**src/rtl/rfpe_pkg.sv**
```systemverilog
// Shared types, opcodes and constants for the rectangle fill pixel engine.
package rfpe_pkg;

    localparam int DEF_MAX_WIDTH  = 256;
    localparam int DEF_MAX_HEIGHT = 256;

    localparam int OP_W      = 3;
    localparam int COORD_W   = 8;
    localparam int DIM_W     = 9;
    localparam int PIX_W     = 8;
    localparam int CFG_IDX_W = 1;

    typedef logic [OP_W-1:0] op_t;

    localparam op_t OP_CLEAR       = 3'd0;
    localparam op_t OP_FILL_COPY   = 3'd1;
    localparam op_t OP_FILL_INVERT = 3'd2;
    localparam op_t OP_PUT_PIXEL   = 3'd3;
    localparam op_t OP_GET_PIXEL   = 3'd4;

    localparam logic [CFG_IDX_W-1:0] REG_IMAGE_WIDTH  = 1'b0;
    localparam logic [CFG_IDX_W-1:0] REG_IMAGE_HEIGHT = 1'b1;

    localparam logic [DIM_W-1:0] DIM_RESET = 9'd256;

    typedef enum logic [2:0] {
        ST_IDLE,
        ST_DECODE,
        ST_FILL,
        ST_INV_RD,
        ST_INV_WR,
        ST_GET_RD,
        ST_GET_WAIT,
        ST_DONE
    } state_t;

    // Controller to datapath commands
    typedef struct packed {
        logic load;
        logic mem_we;
        logic invert;
        logic advance;
        logic capture;
    } dp_cmd_t;

    // Datapath to controller status
    typedef struct packed {
        op_t  op;
        logic reject;
        logic last;
    } dp_stat_t;

endpackage

```
**src/rtl/rfpe_ctrl.sv**
```systemverilog
// Command sequencer for the pixel engine: walks fills, inverts and reads.
module rfpe_ctrl
    import rfpe_pkg::*;
(
    input  logic     clk,
    input  logic     rst_n,
    input  logic     start,
    output logic     busy,
    output logic     done,
    output dp_cmd_t  cmd,
    input  dp_stat_t stat
);

    state_t state_reg;
    state_t state_next;

    // State register
    always_ff @(posedge clk or negedge rst_n)
    begin
        if (!rst_n)
        begin
            state_reg <= ST_IDLE;
        end
        else
        begin
            state_reg <= state_next;
        end
    end

    // Next state and datapath commands
    always_comb
    begin
        state_next = state_reg;
        cmd        = '0;
        busy       = 1'b1;
        done       = 1'b0;
        case (state_reg)
            ST_IDLE:
            begin
                busy = 1'b0;
                if (start)
                begin
                    cmd.load   = 1'b1;
                    state_next = ST_DECODE;
                end
            end
            ST_DECODE:
            begin
                if (stat.reject)
                begin
                    state_next = ST_DONE;
                end
                else
                begin
                    case (stat.op)
                        OP_CLEAR:       state_next = ST_FILL;
                        OP_FILL_COPY:   state_next = ST_FILL;
                        OP_PUT_PIXEL:   state_next = ST_FILL;
                        OP_FILL_INVERT: state_next = ST_INV_RD;
                        OP_GET_PIXEL:   state_next = ST_GET_RD;
                        default:        state_next = ST_DONE;
                    endcase
                end
            end
            ST_FILL:
            begin
                cmd.mem_we = 1'b1;
                if (stat.last)
                begin
                    state_next = ST_DONE;
                end
                else
                begin
                    cmd.advance = 1'b1;
                end
            end
            ST_INV_RD:
            begin
                state_next = ST_INV_WR;
            end
            ST_INV_WR:
            begin
                cmd.mem_we = 1'b1;
                cmd.invert = 1'b1;
                if (stat.last)
                begin
                    state_next = ST_DONE;
                end
                else
                begin
                    cmd.advance = 1'b1;
                    state_next  = ST_INV_RD;
                end
            end
            ST_GET_RD:
            begin
                state_next = ST_GET_WAIT;
            end
            ST_GET_WAIT:
            begin
                cmd.capture = 1'b1;
                state_next  = ST_DONE;
            end
            ST_DONE:
            begin
                done       = 1'b1;
                state_next = ST_IDLE;
            end
            default:
            begin
                state_next = ST_IDLE;
            end
        endcase
    end

endmodule

```
**config.mk**
```make
export PLATFORM = sky130hd
export DESIGN_NAME = rfpe_ctrl
export DESIGN_NICKNAME = d
export VERILOG_FILES = /design/src/rtl/rfpe_pkg.sv /design/src/rtl/rfpe_ctrl.sv
export SDC_FILE = /design/constraint.sdc
export NUM_CORES = 1
export LEC_CHECK = 0
export BUFFER_PORTS_ARGS = -buffer_cell sky130_fd_sc_hd__buf_4
export CORE_AREA = 2 2 39 41
export CTS_CLUSTER_SIZE = 10
export DETAILED_ROUTE_END_ITERATION = 10
export DIE_AREA = 0 0 41 43
export GPL_TIMING_DRIVEN = 0
export HOLD_SLACK_MARGIN = 0.1
export PLACE_DENSITY_LB_ADDON = 0.3
export SETUP_SLACK_MARGIN = 0.1
export SLEW_MARGIN = 20
export SYNTH_ARGS = -nofsm -noshare
export SYNTH_HDL_FRONTEND = slang
export SYNTH_SLANG_ARGS = --single-unit
```
**constraint.sdc**
```tcl
create_clock -name clk -period 1.5 [get_ports clk]
set_clock_uncertainty 0.1 [all_clocks]
set_input_delay 0.3 -clock clk [delete_from_list [all_inputs] [get_ports clk]]
set_output_delay 0.3 -clock clk [all_outputs]
set_load 0.005 [all_outputs]
```
Word-level counts from Yosys, hierarchy flattened
Index checks and enable logic that the tools add are counted.

cells by class
  equality and inequality tests = 13
  multiplexer cells = 15
  reductions and logical operators = 5

operators with widths
  kind                count
  $pmux 3 s8          1
  $eq 3x3->1 const B  5
  $eq 3x2->1 const B  4
  $mux 3              4
  $mux 1              9
  $pmux 3 s3          1
  $eq 3x1->1 const B  2
  $logic_not 3->1     2
  $ne 2x2->1 const B  2
  $reduce_or 3->1     1
  $reduce_and 2->1    1
  $reduce_or 2->1     1

storage, ports and cells
  register bits = 3
  output and inout port bits = 7

Depth between registers and ports, before layout
  word-level depth = 5
  depth in mapped cells = 4

Worst setup path after synthesis
Ideal clock, no wire load.

  path type = reg2out
  start = register state_reg[1]
  end = output cmd[4] in the netlist's numbering
  data arrival time = 965 ps
  data required time = 1100 ps
  slack = 135 ps
  stages on the path, launching flop included = 4
  path through = dfrtp_1 buf_6 or3_4 nor2_2

RTL lines
  what                      RTL line         text
  start: declaration        rfpe_ctrl.sv:14  state_t state_reg;
  start signal: assignment  rfpe_ctrl.sv:26  state_reg <= state_next;
  end: declaration          rfpe_ctrl.sv:10  output dp_cmd_t cmd,

==> impl_results.md <==
* GRT Total Usage at 0.119
* Max reg flops at 3
* Total CTS buffers at 3
* Routability cong. at around 0.65
* Mapped Area at between 200 and 300 um^2
* Crit Path Max Fanout at 2
* Post-DP HPWL at 476 um
* Post-route ant nets at 0
* Share of cells above drive strength 1 at 0.679
* Fin cells at 72
* Mapped Avg Cell Area at about 8.6 um^2
* DRC viols at 0
* Starting Density at 0.187
* Worst hold start: start
* FF+latch count, synth at 3
* CP endpoint: cmd[4]
* Global-route wire length before repair at 1370 um
* CP Data Arrival Time at about 1.3 ns
* Area Overhead vs Synth at 116%
* Clk root buf: clkbuf_4
* Largest net degree at the start of global routing at 10
* Antenna violations before repair at 0
* Total core area at 1380 um^2
* Setup crit start: state_reg[1]
* Worst r2r path cells at 6
* Antenna cells at 0
* Status: complete, but fails checks
* Synth Warn # at 0
* WL per Instance at 11.5 um
* CP endpoint kind: primary output
* Mapped Cells at 30
* Max Transition Viols Final at 0
* Synth unique cells at 20
* Site Rows at 14
* Clock Sink Count at 3
* Vias at a little over 300
* Die Y at 43 um
* Worst path max stage delay at approximately 0.38 ns
* Clock share of power at 0.120
* Critical path class: flip-flop to primary output
* Chip Width at 41 um
* Tcrit/Tclk final at 1.13
* RR Endpoint: state_reg[2]
* Most frequent cells in the layout: 16 x buf_4, 6 x buf_6, 4 x nor2_1
* Pleak at roughly 0.00026 uW
* Slew headroom at 0.784
* Worst-Margin Slew at 0.323 ns
* CP Launch Type: flip-flop
* Register area share after synthesis at 0.290
* Pre-CTS worst setup slack at 0.0359 ns
* Peak supply drop at just under 0.7 mV
* Slowest CP cell: or3_4
* Crit-path cells: buf_6, or3_4, nor2_2, buf_4
* Vias per inst at 4.26
* Switch share at 0.357
* Combinational share of power at 0.764
* Worst-Skew Late Latency at 0.24 ns
* IO Count at 15
* Violated checks: setup timing
* Dpl cells at 60
* Final net count at 65
* Clk slew on worst S/H paths at roughly 0.04 ns
* RSZ-0062 raised after global routing: true
* Max clock buf depth at 2
* Reg2reg setup slack at 0.02 ns
* Pwr dens at roughly 2200 nW/um^2
* Fin crit period at ~1.7 ns
* H-tree depth at 1
* Initial DRC count at 1
* Synth Net Count at 38
* Max-cap violations at 0
* Final hold vios at 0
* Die Area at 1760 um^2
* P_int at 791 uW
* Critical Path RT at 1.10 ns
* Max Clock Freq at 592 MHz
* Total gr overflow at 0
* # port buffers at 14
* P_sw at 439 uW
* Drt pass-1 iters at 2
* Seq pwr share at 0.116
* CTS tree: yes
* Vias in the first global route at approximately 340
* # setup viols final at 7
* Setup ws final at -0.188 ns
* DRT Wirelength at 828 um
* Worst r2r src: state_reg[1]
* Min-delay worst type: input pin to flip-flop
* Leading cell type in the layout, fill and taps excluded: buf_4
[worst min path at each step]
stage                               to  depth (start not counted)
after floorplan           state_reg[0]                          0
after global placement    state_reg[1]                          1
after detailed placement  state_reg[0]                          1
after CTS                 state_reg[0]                          2
after global routing      state_reg[0]                          2
final                     state_reg[0]                          2
[logic make-up (layout without fill, tap and decap cells)]
kind of cell,count (synthesis),count (layout),share of synthesized area
AO/OA/AOI/OAI,6,6,0.203
buffers and inverters,6,32,0.135
adder cells (fa/ha/maj),1,1,0.0386
XOR/XNOR,1,1,0.0338
flip-flops,3,3,0.290
AND/OR/NAND/NOR,13,13,0.299
[power by group through the flow]
stage	clock network (uW)	registers (uW)	logic (uW)
final	148	143	940
after global routing	159	143	1020
after CTS	153	138	825
after detailed placement	0	136	518
after global placement	0	133	519
after floorplan	0	133	332
[synth_stat cells (all sizes together)]
library cell | count | share of area
a2111oi | 1 | 0.058
a211o | 1 | 0.034
a211oi | 1 | 0.029
a21oi | 1 | 0.019
a22oi | 1 | 0.029
and2 | 1 | 0.024
and3 | 2 | 0.048
buf | 3 | 0.092
dfrtp | 3 | 0.29
inv | 3 | 0.043
maj3 | 1 | 0.039
nand2b | 1 | 0.053
nor2 | 7 | 0.11
nor3 | 1 | 0.019
o41ai | 1 | 0.034
or3 | 1 | 0.043
xnor2 | 1 | 0.034
[timing repair]
item,in CTS,in global routing
resized for setup,13,5
endpoints found under the setup margin,7,9
setup buffers,6,1
pin swaps,5,4
hold buffers,1,0
endpoints found under the hold margin,3,0
[per-stage QoR]
step           utilization  instance area, um^2  hold WS [ns]  power [uW]  setup TNS [ns]
2_1_floorplan            -                  259       -0.0956         465               0
3_3_place_gp         0.278                  384      -0.00918         652               0
3_5_place_dp         0.278                  384       -0.0102         654               0
4_1_cts              0.381                  527         0.191        1120          -0.786
5_1_grt              0.405                  561         0.198        1320           -1.06
6_report             0.405                  561         0.203        1230          -0.796
[routing by layer]
metal / vias to the layer above / wire length, um / track usage
li1: 154 / - / -
met2: 10 / 466 / 0.206
met1: 141 / 288 / 0.109
met3: 2 / 55 / 0.0366
met4: 0 / 18 / 0.0800
met5: - / 0 / 0
[worst max-delay path, delay by kind of cell, from the launching register on]
family | cells | cell delay (ns)
buffers and inverters | 2 | 0.22
AND/OR/NAND/NOR | 2 | 0.46
flip-flops | 1 | 0.36
[cell type report]
type	count	area (um^2)
fill	148	823
inverter	3	13.8
tap	16	20.0
timing repair buffer	22	199
multi-input combinational	21	193
buffer	3	33.8
sequential	3	75.1
clock buffer	4	26.3
(Power assumes the default switching activity.)
