==> config.mk <==
export PLATFORM = sky130hd
export DESIGN_NAME = rfpe_dp
export DESIGN_NICKNAME = d
export VERILOG_FILES = /design/src/rtl/rfpe_pkg.sv /design/src/rtl/rfpe_dp.sv
export SDC_FILE = /design/constraint.sdc
export NUM_CORES = 1
export LEC_CHECK = 0
export BUFFER_PORTS_ARGS = -buffer_cell sky130_fd_sc_hd__buf_4
export CAP_MARGIN = 20
export CORE_ASPECT_RATIO = 1.25
export CORE_MARGIN = 2
export CORE_UTILIZATION = 61
export CTS_CLUSTER_DIAMETER = 100
export CTS_CLUSTER_SIZE = 40
export DETAILED_ROUTE_END_ITERATION = 7
export PLACE_DENSITY = 0.89
export SYNTH_ARGS = -nofsm -noshare
export SYNTH_HDL_FRONTEND = slang
export SYNTH_SLANG_ARGS = --single-unit
==> constraint.sdc <==
create_clock -name clk -period 6 [get_ports clk]
set_input_delay 0.3 -clock clk [delete_from_list [all_inputs] [get_ports clk]]
set_output_delay 0.3 -clock clk [all_outputs]
set_load 0.05 [all_outputs]
==> src/rtl/rfpe_pkg.sv <==
// Shared types, opcodes and constants for the rectangle fill pixel engine.
package rfpe_pkg;

    localparam int DEF_MAX_WIDTH  = 256;
    localparam int DEF_MAX_HEIGHT = 256;

    localparam int OP_W      = 3;
    localparam int COORD_W   = 8;
    localparam int DIM_W     = 9;
    localparam int PIX_W     = 8;
    localparam int CFG_IDX_W = 1;

    typedef logic [OP_W-1:0] op_t;

    localparam op_t OP_CLEAR       = 3'd0;
    localparam op_t OP_FILL_COPY   = 3'd1;
    localparam op_t OP_FILL_INVERT = 3'd2;
    localparam op_t OP_PUT_PIXEL   = 3'd3;
    localparam op_t OP_GET_PIXEL   = 3'd4;

    localparam logic [CFG_IDX_W-1:0] REG_IMAGE_WIDTH  = 1'b0;
    localparam logic [CFG_IDX_W-1:0] REG_IMAGE_HEIGHT = 1'b1;

    localparam logic [DIM_W-1:0] DIM_RESET = 9'd256;

    typedef enum logic [2:0] {
        ST_IDLE,
        ST_DECODE,
        ST_FILL,
        ST_INV_RD,
        ST_INV_WR,
        ST_GET_RD,
        ST_GET_WAIT,
        ST_DONE
    } state_t;

    // Controller to datapath commands
    typedef struct packed {
        logic load;
        logic mem_we;
        logic invert;
        logic advance;
        logic capture;
    } dp_cmd_t;

    // Datapath to controller status
    typedef struct packed {
        op_t  op;
        logic reject;
        logic last;
    } dp_stat_t;

endpackage

==> src/rtl/rfpe_dp.sv <==
// Datapath: size registers, command checks, rectangle walker and result.
module rfpe_dp
    import rfpe_pkg::*;
#(
    parameter int MAX_WIDTH  = DEF_MAX_WIDTH,
    parameter int MAX_HEIGHT = DEF_MAX_HEIGHT,
    localparam int DEPTH  = MAX_WIDTH * MAX_HEIGHT,
    localparam int ADDR_W = (DEPTH > 1) ? $clog2(DEPTH) : 1
) (
    input  logic                 clk,
    input  logic                 rst_n,
    input  logic                 cfg_we,
    input  logic [CFG_IDX_W-1:0] cfg_index,
    input  logic [DIM_W-1:0]     cfg_data,
    input  op_t                  op,
    input  logic [COORD_W-1:0]   x_left,
    input  logic [COORD_W-1:0]   y_top,
    input  logic [COORD_W-1:0]   x_right,
    input  logic [COORD_W-1:0]   y_bottom,
    input  logic [PIX_W-1:0]     color,
    input  dp_cmd_t              cmd,
    output dp_stat_t             stat,
    output logic                 mem_we,
    output logic [ADDR_W-1:0]    mem_addr,
    output logic [PIX_W-1:0]     mem_wdata,
    input  logic [PIX_W-1:0]     mem_rdata,
    output logic [PIX_W-1:0]     read_pixel,
    output logic                 status
);

    localparam int PROD_W = COORD_W + DIM_W;

    logic [DIM_W-1:0]   width_reg;
    logic [DIM_W-1:0]   height_reg;
    logic [DIM_W-1:0]   w_eff;
    logic [DIM_W-1:0]   h_eff;

    op_t                op_reg;
    logic               reject_reg;
    logic [PIX_W-1:0]   color_reg;
    logic [DIM_W-1:0]   x_lo_reg;
    logic [DIM_W-1:0]   x_hi_reg;
    logic [DIM_W-1:0]   y_hi_reg;
    logic [DIM_W-1:0]   x_reg;
    logic [DIM_W-1:0]   y_reg;
    logic [ADDR_W-1:0]  base_reg;
    logic [PIX_W-1:0]   pix_reg;

    logic               reject_next;
    logic [DIM_W-1:0]   x_lo_next;
    logic [DIM_W-1:0]   x_hi_next;
    logic [DIM_W-1:0]   y_lo_next;
    logic [DIM_W-1:0]   y_hi_next;
    logic [ADDR_W-1:0]  base_next;
    logic [PROD_W-1:0]  row_prod;
    logic               fill_bad;
    logic               pix_bad;
    logic               x_end;

    // Hold the size registers, reset to full area
    always_ff @(posedge clk or negedge rst_n)
    begin
        if (!rst_n)
        begin
            width_reg  <= DIM_RESET;
            height_reg <= DIM_RESET;
        end
        else if (cfg_we)
        begin
            if (cfg_index == REG_IMAGE_WIDTH)
            begin
                width_reg <= cfg_data;
            end
            else if (cfg_index == REG_IMAGE_HEIGHT)
            begin
                height_reg <= cfg_data;
            end
        end
    end

    // Clamp sizes: zero acts as one, above the store bound acts as the bound
    always_comb
    begin
        if (width_reg == '0)
            w_eff = DIM_W'(1);
        else if (int'(width_reg) > MAX_WIDTH)
            w_eff = DIM_W'(MAX_WIDTH);
        else
            w_eff = width_reg;

        if (height_reg == '0)
            h_eff = DIM_W'(1);
        else if (int'(height_reg) > MAX_HEIGHT)
            h_eff = DIM_W'(MAX_HEIGHT);
        else
            h_eff = height_reg;
    end

    // Check coordinates against the area
    assign fill_bad = (x_left > x_right) || (y_top > y_bottom) ||
                      (DIM_W'(x_right) >= w_eff) || (DIM_W'(y_bottom) >= h_eff);
    assign pix_bad  = (DIM_W'(x_left) >= w_eff) || (DIM_W'(y_top) >= h_eff);

    // Start address of the first row
    assign row_prod = PROD_W'(y_top) * PROD_W'(w_eff);

    // Decode walk bounds for the new command
    always_comb
    begin
        x_lo_next   = DIM_W'(x_left);
        x_hi_next   = DIM_W'(x_right);
        y_lo_next   = DIM_W'(y_top);
        y_hi_next   = DIM_W'(y_bottom);
        base_next   = ADDR_W'(row_prod);
        reject_next = 1'b0;
        case (op)
            OP_CLEAR:
            begin
                x_lo_next = '0;
                x_hi_next = w_eff - DIM_W'(1);
                y_lo_next = '0;
                y_hi_next = h_eff - DIM_W'(1);
                base_next = '0;
            end
            OP_FILL_COPY,
            OP_FILL_INVERT:
            begin
                reject_next = fill_bad;
            end
            OP_PUT_PIXEL,
            OP_GET_PIXEL:
            begin
                x_hi_next   = DIM_W'(x_left);
                y_hi_next   = DIM_W'(y_top);
                reject_next = pix_bad;
            end
            default:
            begin
                reject_next = 1'b0;
            end
        endcase
    end

    assign x_end = (x_reg == x_hi_reg);

    // Load a command, step the walker, capture read data
    always_ff @(posedge clk)
    begin
        if (cmd.load)
        begin
            op_reg     <= op;
            reject_reg <= reject_next;
            color_reg  <= color;
            x_lo_reg   <= x_lo_next;
            x_hi_reg   <= x_hi_next;
            y_hi_reg   <= y_hi_next;
            x_reg      <= x_lo_next;
            y_reg      <= y_lo_next;
            base_reg   <= base_next;
            pix_reg    <= '0;
        end
        else
        begin
            if (cmd.advance)
            begin
                if (x_end)
                begin
                    x_reg    <= x_lo_reg;
                    y_reg    <= y_reg + DIM_W'(1);
                    base_reg <= base_reg + ADDR_W'(w_eff);
                end
                else
                begin
                    x_reg <= x_reg + DIM_W'(1);
                end
            end
            if (cmd.capture)
            begin
                pix_reg <= mem_rdata;
            end
        end
    end

    // Drive memory and status
    assign mem_we     = cmd.mem_we;
    assign mem_addr   = base_reg + ADDR_W'(x_reg);
    assign mem_wdata  = cmd.invert ? ~mem_rdata : color_reg;

    assign stat.op     = op_reg;
    assign stat.reject = reject_reg;
    assign stat.last   = x_end && (y_reg == y_hi_reg);

    assign read_pixel = pix_reg;
    assign status     = reject_reg;

endmodule

=== Word level (Yosys, flattened, before mapping) ===
Index checks and enable logic that the tools add are counted.

* Add/subtract/negate cells: 6
* Multiply operators: 1
* Magnitude comparators: 8
* Equal/unequal tests: 6
* Muxes and demuxes: 20
* Bitwise gates (word level): 2
* Reduce and logical (&&, ||, !) cells: 15

{| class="wikitable"
|+ Operator list
! kind !! count
|-
| $mux W9 || 10
|-
| $mux W16 || 4
|-
| $ge A8 B9 Y1 || 4
|-
| $pmux W9 S2 || 2
|-
| $add A16 B9 Y16 || 2
|-
| $mux W8 || 3
|-
| $add A9 B1 Y9 const B || 2
|-
| $eq A9 B9 Y1 || 2
|-
| $gt A9 B9 Y1 const B || 2
|-
| $logic_not A9 Y1 || 2
|-
| $sub A9 B1 Y9 const B || 2
|-
| $gt A8 B8 Y1 || 2
|-
| $mul A8 B9 Y16 || 1
|-
| $not A8 Y8 || 1
|-
| $eq A3 B2 Y1 const B || 2
|-
| $reduce_and A2 Y1 || 3
|-
| $logic_or A1 B1 Y1 || 4
|-
| $reduce_bool A2 Y1 || 2
|-
| $reduce_or A2 Y1 || 2
|-
| $eq A3 B1 Y1 const B || 1
|-
| $eq A3 B3 Y1 const B || 1
|-
| $logic_not A3 Y1 || 1
|-
| $pmux W1 S2 || 1
|-
| $logic_and A1 B1 Y1 || 1
|-
| $not A1 Y1 || 1
|}

* Bits in registers: 99
* Bits of input ports: 69
* Output and inout bits: 39

=== Depth between registers and ports, before layout ===
* Depth after elaboration: 7
* Mapped depth: 21

=== Worst setup path before layout ===
OpenSTA, ideal clock, no wires.

* Kind: register to register
* Start point: reg width_reg[0]
* End point: reg base_reg[15], data pin
* Setup time: 0.158 ns
* Data arrival time: 5.345 ns
* Setup slack: 0.497 ns
* Cell stages (with the launch flop): 20
* Buffers on the path: 0
* Path through: dfrtp_1 > or3_1 > or3_1 > nor4_1 > nor2_1 > nor2_1 > nand2_1 > fa_1 > fa_1 > inv_1 > fa_1 > inv_1 > fa_1 > inv_1 > ha_1 > o21ai_0 > o211ai_1 > a31oi_1 > or4_1 > o211ai_1

* Word-level cells in the longest chain between the ends: 7
* Elaborated cells between the ends (all ways): 10
* Those cells by class: add/sub (1); mul (1); order compare (1); mux (6); reduce/logical (1)

{| class="wikitable"
|+ RTL lines
! item !! RTL line !! RTL
|-
| from (decl) || rfpe_dp.sv:33 || <nowiki>logic [DIM_W-1:0] width_reg;</nowiki>
|-
| from (signal assigned) || rfpe_dp.sv:72 || <nowiki>width_reg <= cfg_data;</nowiki>
|-
| $gt A9 B9 Y1 || rfpe_dp.sv:86 || <nowiki>else if (int'(width_reg) > MAX_WIDTH)</nowiki>
|-
| $mux W9 || rfpe_dp.sv:86 ||
|-
| $mux W9 * || rfpe_dp.sv:84 || <nowiki>if (width_reg == '0)</nowiki>
|-
| branches (longest 3 deep; another with $mul A8 B9 Y16) || n/a ||
|-
| $mux W16 * || rfpe_dp.sv:149 || <nowiki>if (cmd.load)</nowiki>
|-
| to (signal assigned) || rfpe_dp.sv:159 || <nowiki>base_reg <= base_next;</nowiki>
|-
| to (signal assigned) || rfpe_dp.sv:170 || <nowiki>base_reg <= base_reg + ADDR_W'(w_eff);</nowiki>
|-
| to (decl) || rfpe_dp.sv:46 || <nowiki>logic [ADDR_W-1:0] base_reg;</nowiki>
|}

Every way passes the cells marked *. The select of a mux whose other input is x is not followed.
A chain may end at the register's enable or synchronous reset.

=== Worst setup path in the final report ===
Same ends and word-level chain as after synthesis.

==> flow_summary_export.csv <==
group,metric,value,unit
clock_network,cts_buffers,9,
placed_design,portBuffers,105,
pwr,p_per_area,339,nW/um^2
cells_and_area,largest_reg_flops,16,
clock_network,post-cts-setup-buffers,0,
yosys,synth_area,9300,um^2
detailed_routing,postRouteAntennaNets,0,
pwr,p_sw,0.00163,W
clock_network,cts_tree,"done",
timing,slew_violations,0,
yosys,ys_ff_latch,98,
yosys,synth.most_common_cell,"inv_1",
worst_setup_path,cpMaxStageDelayCell,"fa_1",
yosys,ys_seq_area_frac,0.298,
clock_network,cts_num_sinks,98,
pwr,p_int,0.00194,W
cells_and_area,layout.cells.non_filler,1265,
timing,max_freq,0.179,GHz
yosys,async_reset_ff_frac,0.184,
timing,rsz0062_at_grt,"no",
placed_design,gp_congestion,0.924,
global_routing,grt_start_max_net_pins,67,
global_routing,overflow,0,
clock_network,hold_buffers,1,
floorplanning,initial_core_util,0.622,
placed_design,postPlaceCellArea,10200,um^2
cells_and_area,nets,1295,
detailed_routing,drt-initial-drc-count,870,
yosys,synth_top_area_share,0.233,
global_routing,grt_use_total,0.286,
detailed_routing,drc,0,
pwr,p_comb_frac,0.559,
timing,setup_viol_count_final,0,
worst_setup_path,critPathMostFrequentCell,"fa_1",
pwr,clkPwrFrac,0.166,
cells_and_area,seq_area,2780,um^2
placed_design,place_inst,1247,
worst_setup_path,crit_type,"reg -> reg",
floorplanning,core_area,15000,um^2
timing,worst_slew_pin_slew,1.12,ns
pwr,p_leak,4.74,nW
pwr,ir_drop,0.248,mV
timing,fin_crit,5.60,ns
worst_setup_path,cpPeakStageDelay,0.56,ns
clock_network,cts_resized,0,
worst_setup_path,arrival,5.79,ns
cells_and_area,final_area,10500,um^2
detailed_routing,dr.pass1.iters,6,
floorplanning,die_h,142,um
timing,hold_viol_final,0,
yosys,synth_area_leaders,"edfxtp_1 (23%), ha_1 (14%), fa_1 (9.3%)",
clock_network,clock_latency,0.36,ns
pwr,p_seq_frac,0.275,
floorplanning,rows,50,
worst_setup_path,cpLargestDelayFamily,"adder cells",
worst_setup_path,cp-start-kind,"register",
timing,tns,0,ns
yosys,netlist_instances,997,
cells_and_area,drive_above_1_share,0.140,
worst_setup_path,crit_buf_inv,3,
worst_setup_path,critPathRequiredTime,6.19,ns
placed_design,place_hpwl,17300,um
flow_run,drv_cap,0,
detailed_routing,vias,7773,
yosys,synth.distinct_cells,59,
global_routing,grt_pass1_vias,7760,
cells_and_area,fillerInstances,1051,
cells_and_area,n_antenna_cell,0,
floorplanning,die_area,16300,um^2
cells_and_area,area_growth,13.1,%
yosys,synthTopCellsByCount,"inv_1 (107), ha_1 (105), edfxtp_1 (72), nor2_1 (67)",
global_routing,grt_pass1_wl,36900,um
pwr,sw_frac_of_total,0.457,
global_routing,antenna_found_initial,0,
timing,relSlewSlack,0.252,
detailed_routing,post_drt_wl_per_cell,18.0,um
detailed_routing,via_per_inst,6.14,
timing,fin_crit_sh,0.933,
clock_network,clk_path_buf_depth,2,
clock_network,htreeDepth,3,
detailed_routing,wirelength,22800,um
clock_network,cts_root_buffer,"clkbuf_16",
worst_setup_path,worstPathMaxFanout,4,
yosys,synth_nets,1214,
yosys,ys.flop_type,"edfxtp_1",
yosys,synth-edff-count,72,
cells_and_area,multiInputGateArea,5960,um^2
floorplanning,die_width,114,um
yosys,syn_area_per_cell,9.33,um^2
yosys,synth_warnings,0,
run_status,status,"finished, final reports clean",
timing,clock_skew,0.0120,ns
worst_setup_path,end_kind,"register",
clock_network,clk_pin_slew,0.08,ns
worst_setup_path,cp_cell_sequence,"or3_1 -> or3_1 -> nor4_1 -> nor2_1 -> nor2_1 -> nand2_1 -> fa_1 -> fa_1 -> inv_1 -> fa_1 -> inv_1 -> fa_1 -> inv_1 -> ha_1 -> o21ai_0 -> o211ai_1 -> a31oi_1 -> or4_1 -> o211ai_1",
floorplanning,ios,108,
hold_path,hp-class,"in -> reg",
yosys,synth_top_area_cell,"edfxtp_1",
## routing by layer
layer / GRT usage / wire, um
met5: 0 / 0
met4: 0.129 / 883
met3: 0.0486 / 1660
met2: 0.505 / 11600
met1: 0.338 / 8640
## placed cells by master, fill, tap and decap left out, drive strengths merged, types with 9 or more instances in the layout
master | netlist | routed
a211oi | 11 | 11
a21o | 9 | 9
a21oi | 44 | 44
a22oi | 11 | 11
and2 | 54 | 54
buf | 6 | 111
clkbuf | 36 | 9
dfrtp | 16 | 16
edfxtp | 72 | 72
fa | 43 | 43
ha | 105 | 105
inv | 107 | 110
mux2 | 19 | 19
mux2i | 18 | 18
nand2 | 64 | 64
nand2b | 14 | 14
nand3 | 35 | 35
nor2 | 67 | 67
nor2b | 12 | 12
nor3 | 10 | 10
o21ai | 65 | 65
xnor2 | 47 | 47
xor2 | 29 | 29
## layout make-up
class                      count  area share
multi-input combinational    750       0.567
sequential                    98       0.264
timing repair buffer         112      0.0806
inverter                     107      0.0382
tap                          182      0.0217
clock buffer                   9      0.0214
clock inverter                 7     0.00773
## worst register-to-register path, stage by stage, from the launching register on
cell and delay (ns):
dfrtp_1 0.40, or3_1 0.41, or3_1 0.37, nor4_1 0.19
nor2_1 0.10, nor2_1 0.13, nand2_1 0.10, fa_1 0.51
fa_1 0.56, inv_1 0.06, fa_1 0.54, inv_1 0.06
fa_1 0.53, inv_1 0.04, ha_1 0.32, o21ai_0 0.16
o211ai_1 0.25, a31oi_1 0.13, or4_1 0.48, o211ai_1 0.10
## per-stage QoR
| stage | setup slack (ns) | total power (W) | utilization | hold slack, ns |
|---|---|---|---|---|
| 6_report | 0.405 | 0.00357 | 0.703 | 0.113 |
| 5_1_grt | 0.0941 | 0.00381 | 0.703 | 0.102 |
| 4_1_cts | 0.406 | 0.00355 | 0.703 | 0.112 |
| 3_5_place_dp | 0.471 | 0.00294 | 0.681 | 0.173 |
| 3_3_place_gp | 0.602 | 0.00288 | 0.681 | 0.174 |
| 2_1_floorplan | 0.497 | 0.00245 | - | 0.00441 |
## cell families (layout without fill, tap and decap cells)
group,after synthesis,after routing,synth area share
AO/OA/AOI/OAI,195,195,0.133
multiplexers,37,37,0.0424
AND/OR/NAND/NOR,294,294,0.160
buffers and inverters,149,235,0.0610
XOR/XNOR,76,76,0.0716
adder cells (fa/ha/maj),148,148,0.234
flip-flops,98,98,0.298
## power groups by stage
stage                     Combinational [W]  Sequential (W)  Clock [W]
after detailed placement            0.00195        0.000991          0
after global placement              0.00189        0.000986          0
after floorplan                     0.00151        0.000946          0
after global routing                0.00219        0.000995   0.000622
final                               0.00199        0.000980   0.000593
after CTS                           0.00198        0.000977   0.000593
## path summary, 6_finish.rpt
check	end	slack (ns)	start	depth (start not counted)
max in group asynchronous	width_reg[8]	5.41	rst_n	2
min in group asynchronous	width_reg[6]	0.34	rst_n	2
worst max register to register	base_reg[15]	0.40	width_reg[0]	19
worst min register to register	read_pixel[6]	0.50	read_pixel[6]	2
worst min-delay path	color_reg[5]	0.11	color[5]	1
worst max-delay path	base_reg[15]	0.40	width_reg[0]	19
No activity file was read; power rests on OpenSTA's default activity.
